==> src/hdl/mbe_pkg.sv <==
// ----------------------------------------------------------------------------
// Mandelbrot escape-time package
// Shared types, register map, reset values and fixed-point helpers for the
// escape-time iteration block.
// ----------------------------------------------------------------------------
package mbe_pkg;

   // Fixed widths of the register and field formats.
   localparam int VAL_W     = 32;
   localparam int PROD_W    = 64;
   localparam int SUM_W     = 66;
   localparam int CNT_W     = 12;
   localparam int CSR_ADDR_W = 5;
   localparam int CSR_DATA_W = 32;
   localparam int REG_IDX_W = 3;

   // Register indexes (byte address is four times the index).
   localparam logic [REG_IDX_W-1:0] REG_ORIGIN_RE = 3'd0;
   localparam logic [REG_IDX_W-1:0] REG_ORIGIN_IM = 3'd1;
   localparam logic [REG_IDX_W-1:0] REG_STEP_RE   = 3'd2;
   localparam logic [REG_IDX_W-1:0] REG_STEP_IM   = 3'd3;
   localparam logic [REG_IDX_W-1:0] REG_ITER_LIM  = 3'd4;

   // Reset values: a view of -2.0 - 1.5i with about 0.00073 per pixel.
   localparam logic signed [VAL_W-1:0] RST_ORIGIN_RE = -32'sd268435456;
   localparam logic signed [VAL_W-1:0] RST_ORIGIN_IM = -32'sd201326592;
   localparam logic signed [VAL_W-1:0] RST_STEP_RE   = 32'sd98332;
   localparam logic signed [VAL_W-1:0] RST_STEP_IM   = 32'sd98332;
   localparam logic [CNT_W-1:0]        RST_ITER_LIM  = 12'd1000;

   // Saturation bounds in the wide sum format.
   localparam logic signed [SUM_W-1:0] SAT_MAX = 66'sd2147483647;
   localparam logic signed [SUM_W-1:0] SAT_MIN = -66'sd2147483648;

   // Configuration registers as seen by the core.
   typedef struct packed {
      logic signed [VAL_W-1:0] origin_re;
      logic signed [VAL_W-1:0] origin_im;
      logic signed [VAL_W-1:0] step_re;
      logic signed [VAL_W-1:0] step_im;
      logic [CNT_W-1:0]        iteration_limit;
   } cfg_type;

   // Sequencer states of the core.
   typedef enum logic [3:0] {
      ST_IDLE,
      ST_LOAD_RE,
      ST_LOAD_IM,
      ST_LOAD_END,
      ST_SQ_RE,
      ST_SQ_IM,
      ST_CROSS,
      ST_UPDATE,
      ST_FINISH
   } state_type;

   // Clamp a wide signed sum to the 32-bit range.
   function automatic logic signed [VAL_W-1:0] sat32(input logic signed [SUM_W-1:0] v);
      logic signed [VAL_W-1:0] r;
      if (v > SAT_MAX) begin
         r = SAT_MAX[VAL_W-1:0];
      end else if (v < SAT_MIN) begin
         r = SAT_MIN[VAL_W-1:0];
      end else begin
         r = v[VAL_W-1:0];
      end
      return r;
   endfunction

   // Sign-extend a 32-bit value to the sum format.
   function automatic logic signed [SUM_W-1:0] ext_val(input logic signed [VAL_W-1:0] v);
      return {{(SUM_W-VAL_W){v[VAL_W-1]}}, v};
   endfunction

   // Sign-extend a 64-bit product to the sum format.
   function automatic logic signed [SUM_W-1:0] ext_prod(input logic signed [PROD_W-1:0] v);
      return {{(SUM_W-PROD_W){v[PROD_W-1]}}, v};
   endfunction

endpackage

==> src/hdl/mbe_regs.sv <==
// ----------------------------------------------------------------------------
// Mandelbrot escape-time register file
// APB-style configuration registers holding the view origin, the per-pixel
// step and the iteration limit.
// ----------------------------------------------------------------------------
module mbe_regs
   import mbe_pkg::*;
(
   input  logic                  clock,
   input  logic                  reset,
   input  logic                  csr_psel,
   input  logic                  csr_penable,
   input  logic                  csr_pwrite,
   input  logic [CSR_ADDR_W-1:0] csr_paddr,
   input  logic [CSR_DATA_W-1:0] csr_pwdata,
   output logic [CSR_DATA_W-1:0] csr_prdata,
   output logic                  csr_pready,
   output cfg_type               cfg
);

   cfg_type              cfg_ff;
   cfg_type              cfg_in;
   logic [REG_IDX_W-1:0] reg_idx;
   logic                 wr_en;

   assign reg_idx    = csr_paddr[CSR_ADDR_W-1:2];
   assign wr_en      = csr_psel && csr_penable && csr_pwrite;
   assign csr_pready = 1'b1;
   assign cfg        = cfg_ff;

   // Register write decode; unknown indexes are ignored.
   always_comb begin
      cfg_in = cfg_ff;
      if (wr_en) begin
         case (reg_idx)
            REG_ORIGIN_RE: cfg_in.origin_re = csr_pwdata;
            REG_ORIGIN_IM: cfg_in.origin_im = csr_pwdata;
            REG_STEP_RE:   cfg_in.step_re = csr_pwdata;
            REG_STEP_IM:   cfg_in.step_im = csr_pwdata;
            REG_ITER_LIM:  cfg_in.iteration_limit = csr_pwdata[CNT_W-1:0];
            default: ;
         endcase
      end
   end

   // Read mux.
   always_comb begin
      case (reg_idx)
         REG_ORIGIN_RE: csr_prdata = cfg_ff.origin_re;
         REG_ORIGIN_IM: csr_prdata = cfg_ff.origin_im;
         REG_STEP_RE:   csr_prdata = cfg_ff.step_re;
         REG_STEP_IM:   csr_prdata = cfg_ff.step_im;
         REG_ITER_LIM:  csr_prdata = {{(CSR_DATA_W-CNT_W){1'b0}}, cfg_ff.iteration_limit};
         default:       csr_prdata = '0;
      endcase
   end

   always_ff @(posedge clock) begin
      if (reset) begin
         cfg_ff.origin_re       <= RST_ORIGIN_RE;
         cfg_ff.origin_im       <= RST_ORIGIN_IM;
         cfg_ff.step_re         <= RST_STEP_RE;
         cfg_ff.step_im         <= RST_STEP_IM;
         cfg_ff.iteration_limit <= RST_ITER_LIM;
      end else begin
         cfg_ff <= cfg_in;
      end
   end

endmodule

==> src/hdl/mbe_core.sv <==
// ----------------------------------------------------------------------------
// Mandelbrot escape-time core
// Sequencer around one shared 32x32 signed multiplier. It forms the point c,
// then runs z = z^2 + c with an escape test in square, cross and update steps.
// ----------------------------------------------------------------------------
module mbe_core
   import mbe_pkg::*;
#(
   parameter int COORD_BITS = 12,
   parameter int FRAC_BITS  = 27
)
(
   input  logic                  clock,
   input  logic                  reset,
   input  cfg_type               cfg,
   input  logic                  req_valid,
   output logic                  req_ready,
   input  logic [COORD_BITS-1:0] req_column,
   input  logic [COORD_BITS-1:0] req_row,
   output logic                  rsp_valid,
   input  logic                  rsp_ready,
   output logic [CNT_W-1:0]      rsp_escape_count
);

   // Escape threshold 4.0 (radius 2.0 squared) in the product format.
   localparam int         THR_SHIFT  = 2 * FRAC_BITS + 2;
   localparam logic       CAN_ESCAPE = (THR_SHIFT < PROD_W);
   localparam logic [PROD_W:0] THRESH = CAN_ESCAPE ? ((PROD_W+1)'(1) << THR_SHIFT) : '0;

   state_type state_ff, state_in;
   logic                  rsp_valid_ff, rsp_valid_in;
   logic [CNT_W-1:0]      rsp_count_ff, rsp_count_in;
   logic [COORD_BITS-1:0] col_ff, col_in;
   logic [COORD_BITS-1:0] row_ff, row_in;
   logic [CNT_W-1:0]      limit_ff, limit_in;
   logic [CNT_W-1:0]      it_ff, it_in;
   logic [CNT_W-1:0]      res_ff, res_in;
   logic signed [VAL_W-1:0]  cre_ff, cre_in;
   logic signed [VAL_W-1:0]  cim_ff, cim_in;
   logic signed [VAL_W-1:0]  zr_ff, zr_in;
   logic signed [VAL_W-1:0]  zi_ff, zi_in;
   logic signed [PROD_W-1:0] prod_ff, prod_in;
   logic signed [PROD_W-1:0] sr_ff, sr_in;
   logic signed [PROD_W-1:0] diff_ff, diff_in;

   logic signed [VAL_W-1:0]  mul_a;
   logic signed [VAL_W-1:0]  mul_b;
   logic signed [VAL_W-1:0]  col_ext;
   logic signed [VAL_W-1:0]  row_ext;
   logic signed [VAL_W-1:0]  cim_sat;
   logic [PROD_W:0]          mag;
   logic                     escaped;

   assign col_ext = {{(VAL_W-COORD_BITS){1'b0}}, col_ff};
   assign row_ext = {{(VAL_W-COORD_BITS){1'b0}}, row_ff};
   assign cim_sat = sat32(ext_val(cfg.origin_im) + ext_prod(prod_ff));

   // Squared magnitude of the current z; both squares are non-negative.
   assign mag     = {1'b0, sr_ff} + {1'b0, prod_ff};
   assign escaped = CAN_ESCAPE && (it_ff != '0) && (mag > THRESH);

   assign req_ready        = (state_ff == ST_IDLE);
   assign rsp_valid        = rsp_valid_ff;
   assign rsp_escape_count = rsp_count_ff;

   // Operand select for the shared multiplier.
   always_comb begin
      case (state_ff)
         ST_LOAD_RE: begin
            mul_a = cfg.step_re;
            mul_b = col_ext;
         end
         ST_LOAD_IM: begin
            mul_a = cfg.step_im;
            mul_b = row_ext;
         end
         ST_SQ_RE: begin
            mul_a = zr_ff;
            mul_b = zr_ff;
         end
         ST_SQ_IM: begin
            mul_a = zi_ff;
            mul_b = zi_ff;
         end
         default: begin
            mul_a = zr_ff;
            mul_b = zi_ff;
         end
      endcase
   end

   // Sequencer: next state and datapath updates.
   always_comb begin
      state_in     = state_ff;
      rsp_valid_in = rsp_valid_ff && !rsp_ready;
      rsp_count_in = rsp_count_ff;
      col_in       = col_ff;
      row_in       = row_ff;
      limit_in     = limit_ff;
      it_in        = it_ff;
      res_in       = res_ff;
      cre_in       = cre_ff;
      cim_in       = cim_ff;
      zr_in        = zr_ff;
      zi_in        = zi_ff;
      prod_in      = mul_a * mul_b;
      sr_in        = sr_ff;
      diff_in      = diff_ff;
      case (state_ff)
         ST_IDLE: begin
            if (req_valid) begin
               col_in   = req_column;
               row_in   = req_row;
               limit_in = cfg.iteration_limit;
               state_in = ST_LOAD_RE;
            end
         end
         ST_LOAD_RE: begin
            state_in = ST_LOAD_IM;
         end
         ST_LOAD_IM: begin
            cre_in   = sat32(ext_val(cfg.origin_re) + ext_prod(prod_ff));
            state_in = ST_LOAD_END;
         end
         ST_LOAD_END: begin
            cim_in   = cim_sat;
            zr_in    = cre_ff;
            zi_in    = cim_sat;
            it_in    = '0;
            state_in = ST_SQ_RE;
         end
         ST_SQ_RE: begin
            state_in = ST_SQ_IM;
         end
         ST_SQ_IM: begin
            sr_in    = prod_ff;
            state_in = ST_CROSS;
         end
         ST_CROSS: begin
            // The squares of this z test the escape of the previous iteration.
            if (escaped) begin
               res_in   = it_ff - 1'b1;
               state_in = ST_FINISH;
            end else if (it_ff == limit_ff) begin
               res_in   = it_ff;
               state_in = ST_FINISH;
            end else begin
               diff_in  = sr_ff - prod_ff;
               state_in = ST_UPDATE;
            end
         end
         ST_UPDATE: begin
            zr_in    = sat32(ext_prod(diff_ff >>> FRAC_BITS) + ext_val(cre_ff));
            zi_in    = sat32(ext_prod(prod_ff >>> (FRAC_BITS - 1)) + ext_val(cim_ff));
            it_in    = it_ff + 1'b1;
            state_in = ST_SQ_RE;
         end
         ST_FINISH: begin
            if (!rsp_valid_ff || rsp_ready) begin
               rsp_valid_in = 1'b1;
               rsp_count_in = res_ff;
               state_in     = ST_IDLE;
            end
         end
         default: begin
            state_in = ST_IDLE;
         end
      endcase
   end

   // Control registers.
   always_ff @(posedge clock) begin
      if (reset) begin
         state_ff     <= ST_IDLE;
         rsp_valid_ff <= 1'b0;
      end else begin
         state_ff     <= state_in;
         rsp_valid_ff <= rsp_valid_in;
      end
   end

   // Datapath registers.
   always_ff @(posedge clock) begin
      rsp_count_ff <= rsp_count_in;
      col_ff       <= col_in;
      row_ff       <= row_in;
      limit_ff     <= limit_in;
      it_ff        <= it_in;
      res_ff       <= res_in;
      cre_ff       <= cre_in;
      cim_ff       <= cim_in;
      zr_ff        <= zr_in;
      zi_ff        <= zi_in;
      prod_ff      <= prod_in;
      sr_ff        <= sr_in;
      diff_ff      <= diff_in;
   end

   // The iteration counter never runs past the limit taken with the item.
   a_it_bound: assert property (@(posedge clock) disable iff (reset)
      (state_ff == ST_SQ_RE || state_ff == ST_SQ_IM || state_ff == ST_CROSS ||
       state_ff == ST_UPDATE) |-> it_ff <= limit_ff)
      else $error("iteration counter beyond limit");

   // An iteration step is only entered below the limit.
   a_update_below: assert property (@(posedge clock) disable iff (reset)
      (state_ff == ST_UPDATE) |-> it_ff < limit_ff)
      else $error("update step at the limit");

   // A result appears only out of the finish step.
   a_rsp_from_finish: assert property (@(posedge clock) disable iff (reset)
      $rose(rsp_valid_ff) |-> $past(state_ff == ST_FINISH))
      else $error("result without finish");

   // An accepted item starts the point computation.
   a_accept_load: assert property (@(posedge clock) disable iff (reset)
      (req_valid && req_ready) |=> state_ff == ST_LOAD_RE)
      else $error("accepted item did not start");

endmodule

==> src/hdl/mandelbrot_escape_time_top.sv <==
// ----------------------------------------------------------------------------
// Mandelbrot escape-time top level
// Escape-time iteration for one pixel at a time with APB-style configuration.
// ----------------------------------------------------------------------------
// Usage:
// An item on the req_ channel carries a pixel column and row. The block forms
// c = origin + step * coordinate per axis in signed fixed point with
// FRAC_BITS fraction bits, iterates z = z^2 + c from z = c and returns on
// the rsp_ channel the 0-based iteration at which |z|^2 first exceeds 4, or
// the iteration limit when z stays bounded.
// Sequence: all products go through one 32x32 multiplier. The point is
// formed in the load steps; each iteration runs the two squares, the cross
// product and the update; the final escape test runs the two squares and
// the cross step, and the finish step hands the result off. The block takes
// one item at a time; req_ready is high only while it is idle.
// The result sits in an output register, so a new item may be accepted while
// the receiver stalls; a finished item waits in its last step until the
// output register is free. Reset clears the sequencer and the output valid
// and loads the default view and a limit of 1000. Registers lie at byte
// addresses 0 to 16. The user must write them only while the block is idle;
// the block itself has no check for it.
// ----------------------------------------------------------------------------
module mandelbrot_escape_time_top
   import mbe_pkg::*;
#(
   parameter int COORD_BITS = 12,
   parameter int FRAC_BITS  = 27
)
(
   input  logic                  clock,
   input  logic                  reset,
   input  logic                  req_valid,
   output logic                  req_ready,
   input  logic [COORD_BITS-1:0] req_column,
   input  logic [COORD_BITS-1:0] req_row,
   output logic                  rsp_valid,
   input  logic                  rsp_ready,
   output logic [CNT_W-1:0]      rsp_escape_count,
   input  logic                  csr_psel,
   input  logic                  csr_penable,
   input  logic                  csr_pwrite,
   input  logic [CSR_ADDR_W-1:0] csr_paddr,
   input  logic [CSR_DATA_W-1:0] csr_pwdata,
   output logic [CSR_DATA_W-1:0] csr_prdata,
   output logic                  csr_pready
);

   cfg_type cfg;

   // Configuration registers.
   mbe_regs u_regs (
      .clock       (clock),
      .reset       (reset),
      .csr_psel    (csr_psel),
      .csr_penable (csr_penable),
      .csr_pwrite  (csr_pwrite),
      .csr_paddr   (csr_paddr),
      .csr_pwdata  (csr_pwdata),
      .csr_prdata  (csr_prdata),
      .csr_pready  (csr_pready),
      .cfg         (cfg)
   );

   // Iteration core.
   mbe_core #(
      .COORD_BITS (COORD_BITS),
      .FRAC_BITS  (FRAC_BITS)
   ) u_core (
      .clock            (clock),
      .reset            (reset),
      .cfg              (cfg),
      .req_valid        (req_valid),
      .req_ready        (req_ready),
      .req_column       (req_column),
      .req_row          (req_row),
      .rsp_valid        (rsp_valid),
      .rsp_ready        (rsp_ready),
      .rsp_escape_count (rsp_escape_count)
   );

endmodule
==> config.mk <==
export PLATFORM = sky130hd
export DESIGN_NAME = mandelbrot_escape_time_top
export DESIGN_NICKNAME = d
export VERILOG_FILES = /design/src/hdl/mbe_pkg.sv /design/src/hdl/mbe_regs.sv /design/src/hdl/mbe_core.sv /design/src/hdl/mandelbrot_escape_time_top.sv
export SDC_FILE = /design/constraint.sdc
export NUM_CORES = 2
export LEC_CHECK = 0
export BUFFER_PORTS_ARGS = -buffer_cell sky130_fd_sc_hd__buf_2
export CAP_MARGIN = 10
export CORE_MARGIN = 2
export CORE_UTILIZATION = 52
export CTS_BUF_LIST = sky130_fd_sc_hd__clkbuf_4 sky130_fd_sc_hd__clkbuf_8
export DETAILED_ROUTE_END_ITERATION = 12
export HOLD_SLACK_MARGIN = 0.05
export PLACE_DENSITY_LB_ADDON = 0.3
export SLEW_MARGIN = 10
export SYNTH_ARGS = -nofsm -noshare
export SYNTH_HDL_FRONTEND = slang
export SYNTH_HIERARCHICAL = 1
export SYNTH_SLANG_ARGS = --single-unit
==> constraint.sdc <==
create_clock -name clock -period 14.8 [get_ports clock]
set_input_delay 2.96 -clock clock [delete_from_list [all_inputs] [get_ports clock]]
set_output_delay 2.96 -clock clock [all_outputs]
set_load 0.01 [all_outputs]
==> impl_metrics.toml <==
[status]
outcome = "complete, no violations"

[timing]
final.min_clock_period_ns = 12.58
slew_viol_final = 0
fin_crit_sh = 0.8498
worst_pin_slew_ns = 1.279
setup-violations-final = 0
tns_ns = 0
slew_headroom = 0.1420
worst_slack_ns = 2.224
rsz0062_at_grt = "no"
timing.final.hold_violations = 0
clock_skew_ns = 0.08809
max_freq_mhz = 79.51

[logic_synthesis]
ys.flop_type = "edfxtp_1"
yosysUniqueCellTypes = 103
syn_area_um2 = 75170
ys_warn_count = 6
synth_cells = 8532
async_reset_ff_frac = 0
yosysSeqAreaShare = 0.1759
synth_edf_count = 301
ys_ff_latch = 510
synth_nets = 10200
avgSynthCellArea_um2 = 8.810

[worst_setup_path]
reg2reg_from = "u_core/state_ff[1]"
slowest_delay_ns = 0.82
cpMostUsedCell = "fa_1"
crit_slowest_cell = "a2111oi_0"
required_ns = 15.47
worstSetupStartpointType = "flop"
worstPathArrival_ns = 13.25
crit_fanout = 54
cp-startpoint = "u_core/state_ff[1]"
endpoint_kind = "flop"
crit_type = "reg2reg"

[worst_hold_path]
holdCritStartpoint = "u_core/res_ff[5]"
hp-class = "reg2reg"

[die]
num_io_pins = 115
start_util = 0.5239
rows = 139
dieHeight_um = 384.2
core-area_um2 = 143500
die_area_um2 = 147600
die_w_um = 384.2

[global_routing]
antenna_found_initial = 21
track_usage = 0.3823
grt_pass1_vias = 65330
grt_pass1_wl_um = 418800
grt-ovfl-total = 0
grt_max_degree = 110

[clock_network]
cts-htree-levels = 3
cts_inserted_buffers = 89
clk_path_buf_depth = 3
post_cts_resized = 0
post-cts-setup-buffers = 0
cts_tree = "built"
clk_latency_ns = 0.85
clk_pin_slew_worst_paths_ns = 0.06
clock-sinks = 510
hold_buffers = 0
root_buffer = "clkbuf_8"

[route]
viasPerCell = 6.213
firstDrtPassIters = 6
drt_iter0_drc = 7382
postRouteAntennaNets = 0
drc = 0
wl_per_cell_um = 26.79
vias = 65170
wl_um = 281000

[layout]
final_common_cell = "inv_1"
final_area_um2 = 80040
layout-drive-gt1-share = 0.06977
mostFrequentLayoutCells = "inv_1, fa_1, nor2_1, nand2_1, ha_1"
fillers = 12990
layout.nets = 10170
area_growth_pct = 6.475

[run]
cap_violations = 0

[placement]
dp_hpwl_um = 223200
place_ws_ns = 2.644
place_congestion = 1.038
port_buffers = 111
placed_cell_area_um2 = 78020
per-layer routing:
layer | global-route usage | share of wire | routed length [um]
met1 | 0.5208 | 0.40 | 112300
met2 | 0.5737 | 0.43 | 121400
met3 | 0.09481 | 0.11 | 31990
met4 | 0.1759 | 0.054 | 15160
met5 | 0 | 0.00037 | 103
through the flow:
step                  util  hold slack [ns]  instances
finish              0.5578           0.4183      10490
CTS                 0.5575           0.4200      10470
global placement    0.5437           0.4051      10310
floorplan                -           0.4003       8532
global route        0.5577           0.4299      10480
detailed placement  0.5438           0.4045      10310
flip-flops by register name, summed over array words and instances, names as in the netlist, 32 cells and up:
register,count
u_core/zr_ff,32
u_core/sr_ff,64
u_core/cim_ff,32
u_core/zi_ff,32
u_core/cre_ff,32
u_regs/cfg,140
u_core/diff_ff,37
u_core/prod_ff,64
critical path, delay by kind of cell (launching register included):
kind | cells | cell delay (ns)
xor gates and xnor gates | 1 | 0.12
DFF | 1 | 0.38
AOI/OAI and AO/OA | 9 | 3.44
and+or+nand+nor | 10 | 1.93
adders and majority gates | 9 | 4.70
buffers and inverters | 5 | 1.74
cells by family after synthesis:
| kind of cell | after synthesis | share of synthesized area |
|---|---|---|
| mux | 186 | 0.02838 |
| fa+ha+maj | 1603 | 0.3754 |
| simple gates | 2715 | 0.1624 |
| other cells | 1 | 0.00004989 |
| buf+inv | 1594 | 0.08111 |
| compound gates | 1605 | 0.1397 |
| flops | 510 | 0.1759 |
| xor+xnor | 318 | 0.03705 |
final cells by class:
cell class	instances	area, um^2	share of cell area
Sequential cell	510	13220	0.1652
Timing Repair Buffer	299	1966	0.02456
Tap cell	1903	2381	0.02975
Clock buffer	129	1594	0.01992
Clock inverter	37	384.1	0.004799
Inverter	1168	4384	0.05478
Antenna cell	15	37.54	0.0004690
Multi-Input combinational cell	6428	56070	0.7005
final timing paths:
path	cells after the start	endpoint	slack, ns
max	34	u_core/prod_ff[61]	2.22
max reg2reg	34	u_core/prod_ff[61]	2.22
min reg2reg	0	u_core/rsp_escape_count[5]	0.42
min	0	u_core/rsp_escape_count[5]	0.42
synthesized netlist by cell type (all sizes together), types with 21 or more instances:
library cell  instances  area share
and3                 48      0.0040
o31ai                57      0.0060
fa                 1087        0.29
nand3               151       0.010
a31oi                47      0.0039
nand2b              189       0.016
edfxtp              301        0.12
nand4                91      0.0076
nor2b                80      0.0067
inv                1168       0.058
o21a                 77      0.0077
nor4                 81      0.0067
nor2                944       0.047
mux2i               149       0.020
o211ai               30      0.0030
nand2               904       0.045
clkbuf              367       0.018
a21oi               507       0.034
a22oi                79      0.0079
dfxtp               209       0.056
buf                  59      0.0045
and2                 28      0.0023
a21o                156       0.016
xnor2               194       0.023
xor2                124       0.014
a211oi               36      0.0037
nor3                 95      0.0063
a22o                 21      0.0024
o21ai               278       0.019
ha                  516       0.086
o21bai               72      0.0072
a21boi               21      0.0021
Power is not shown: default switching activity piles up to over one toggle a cycle in this logic, so the estimate is an artifact.
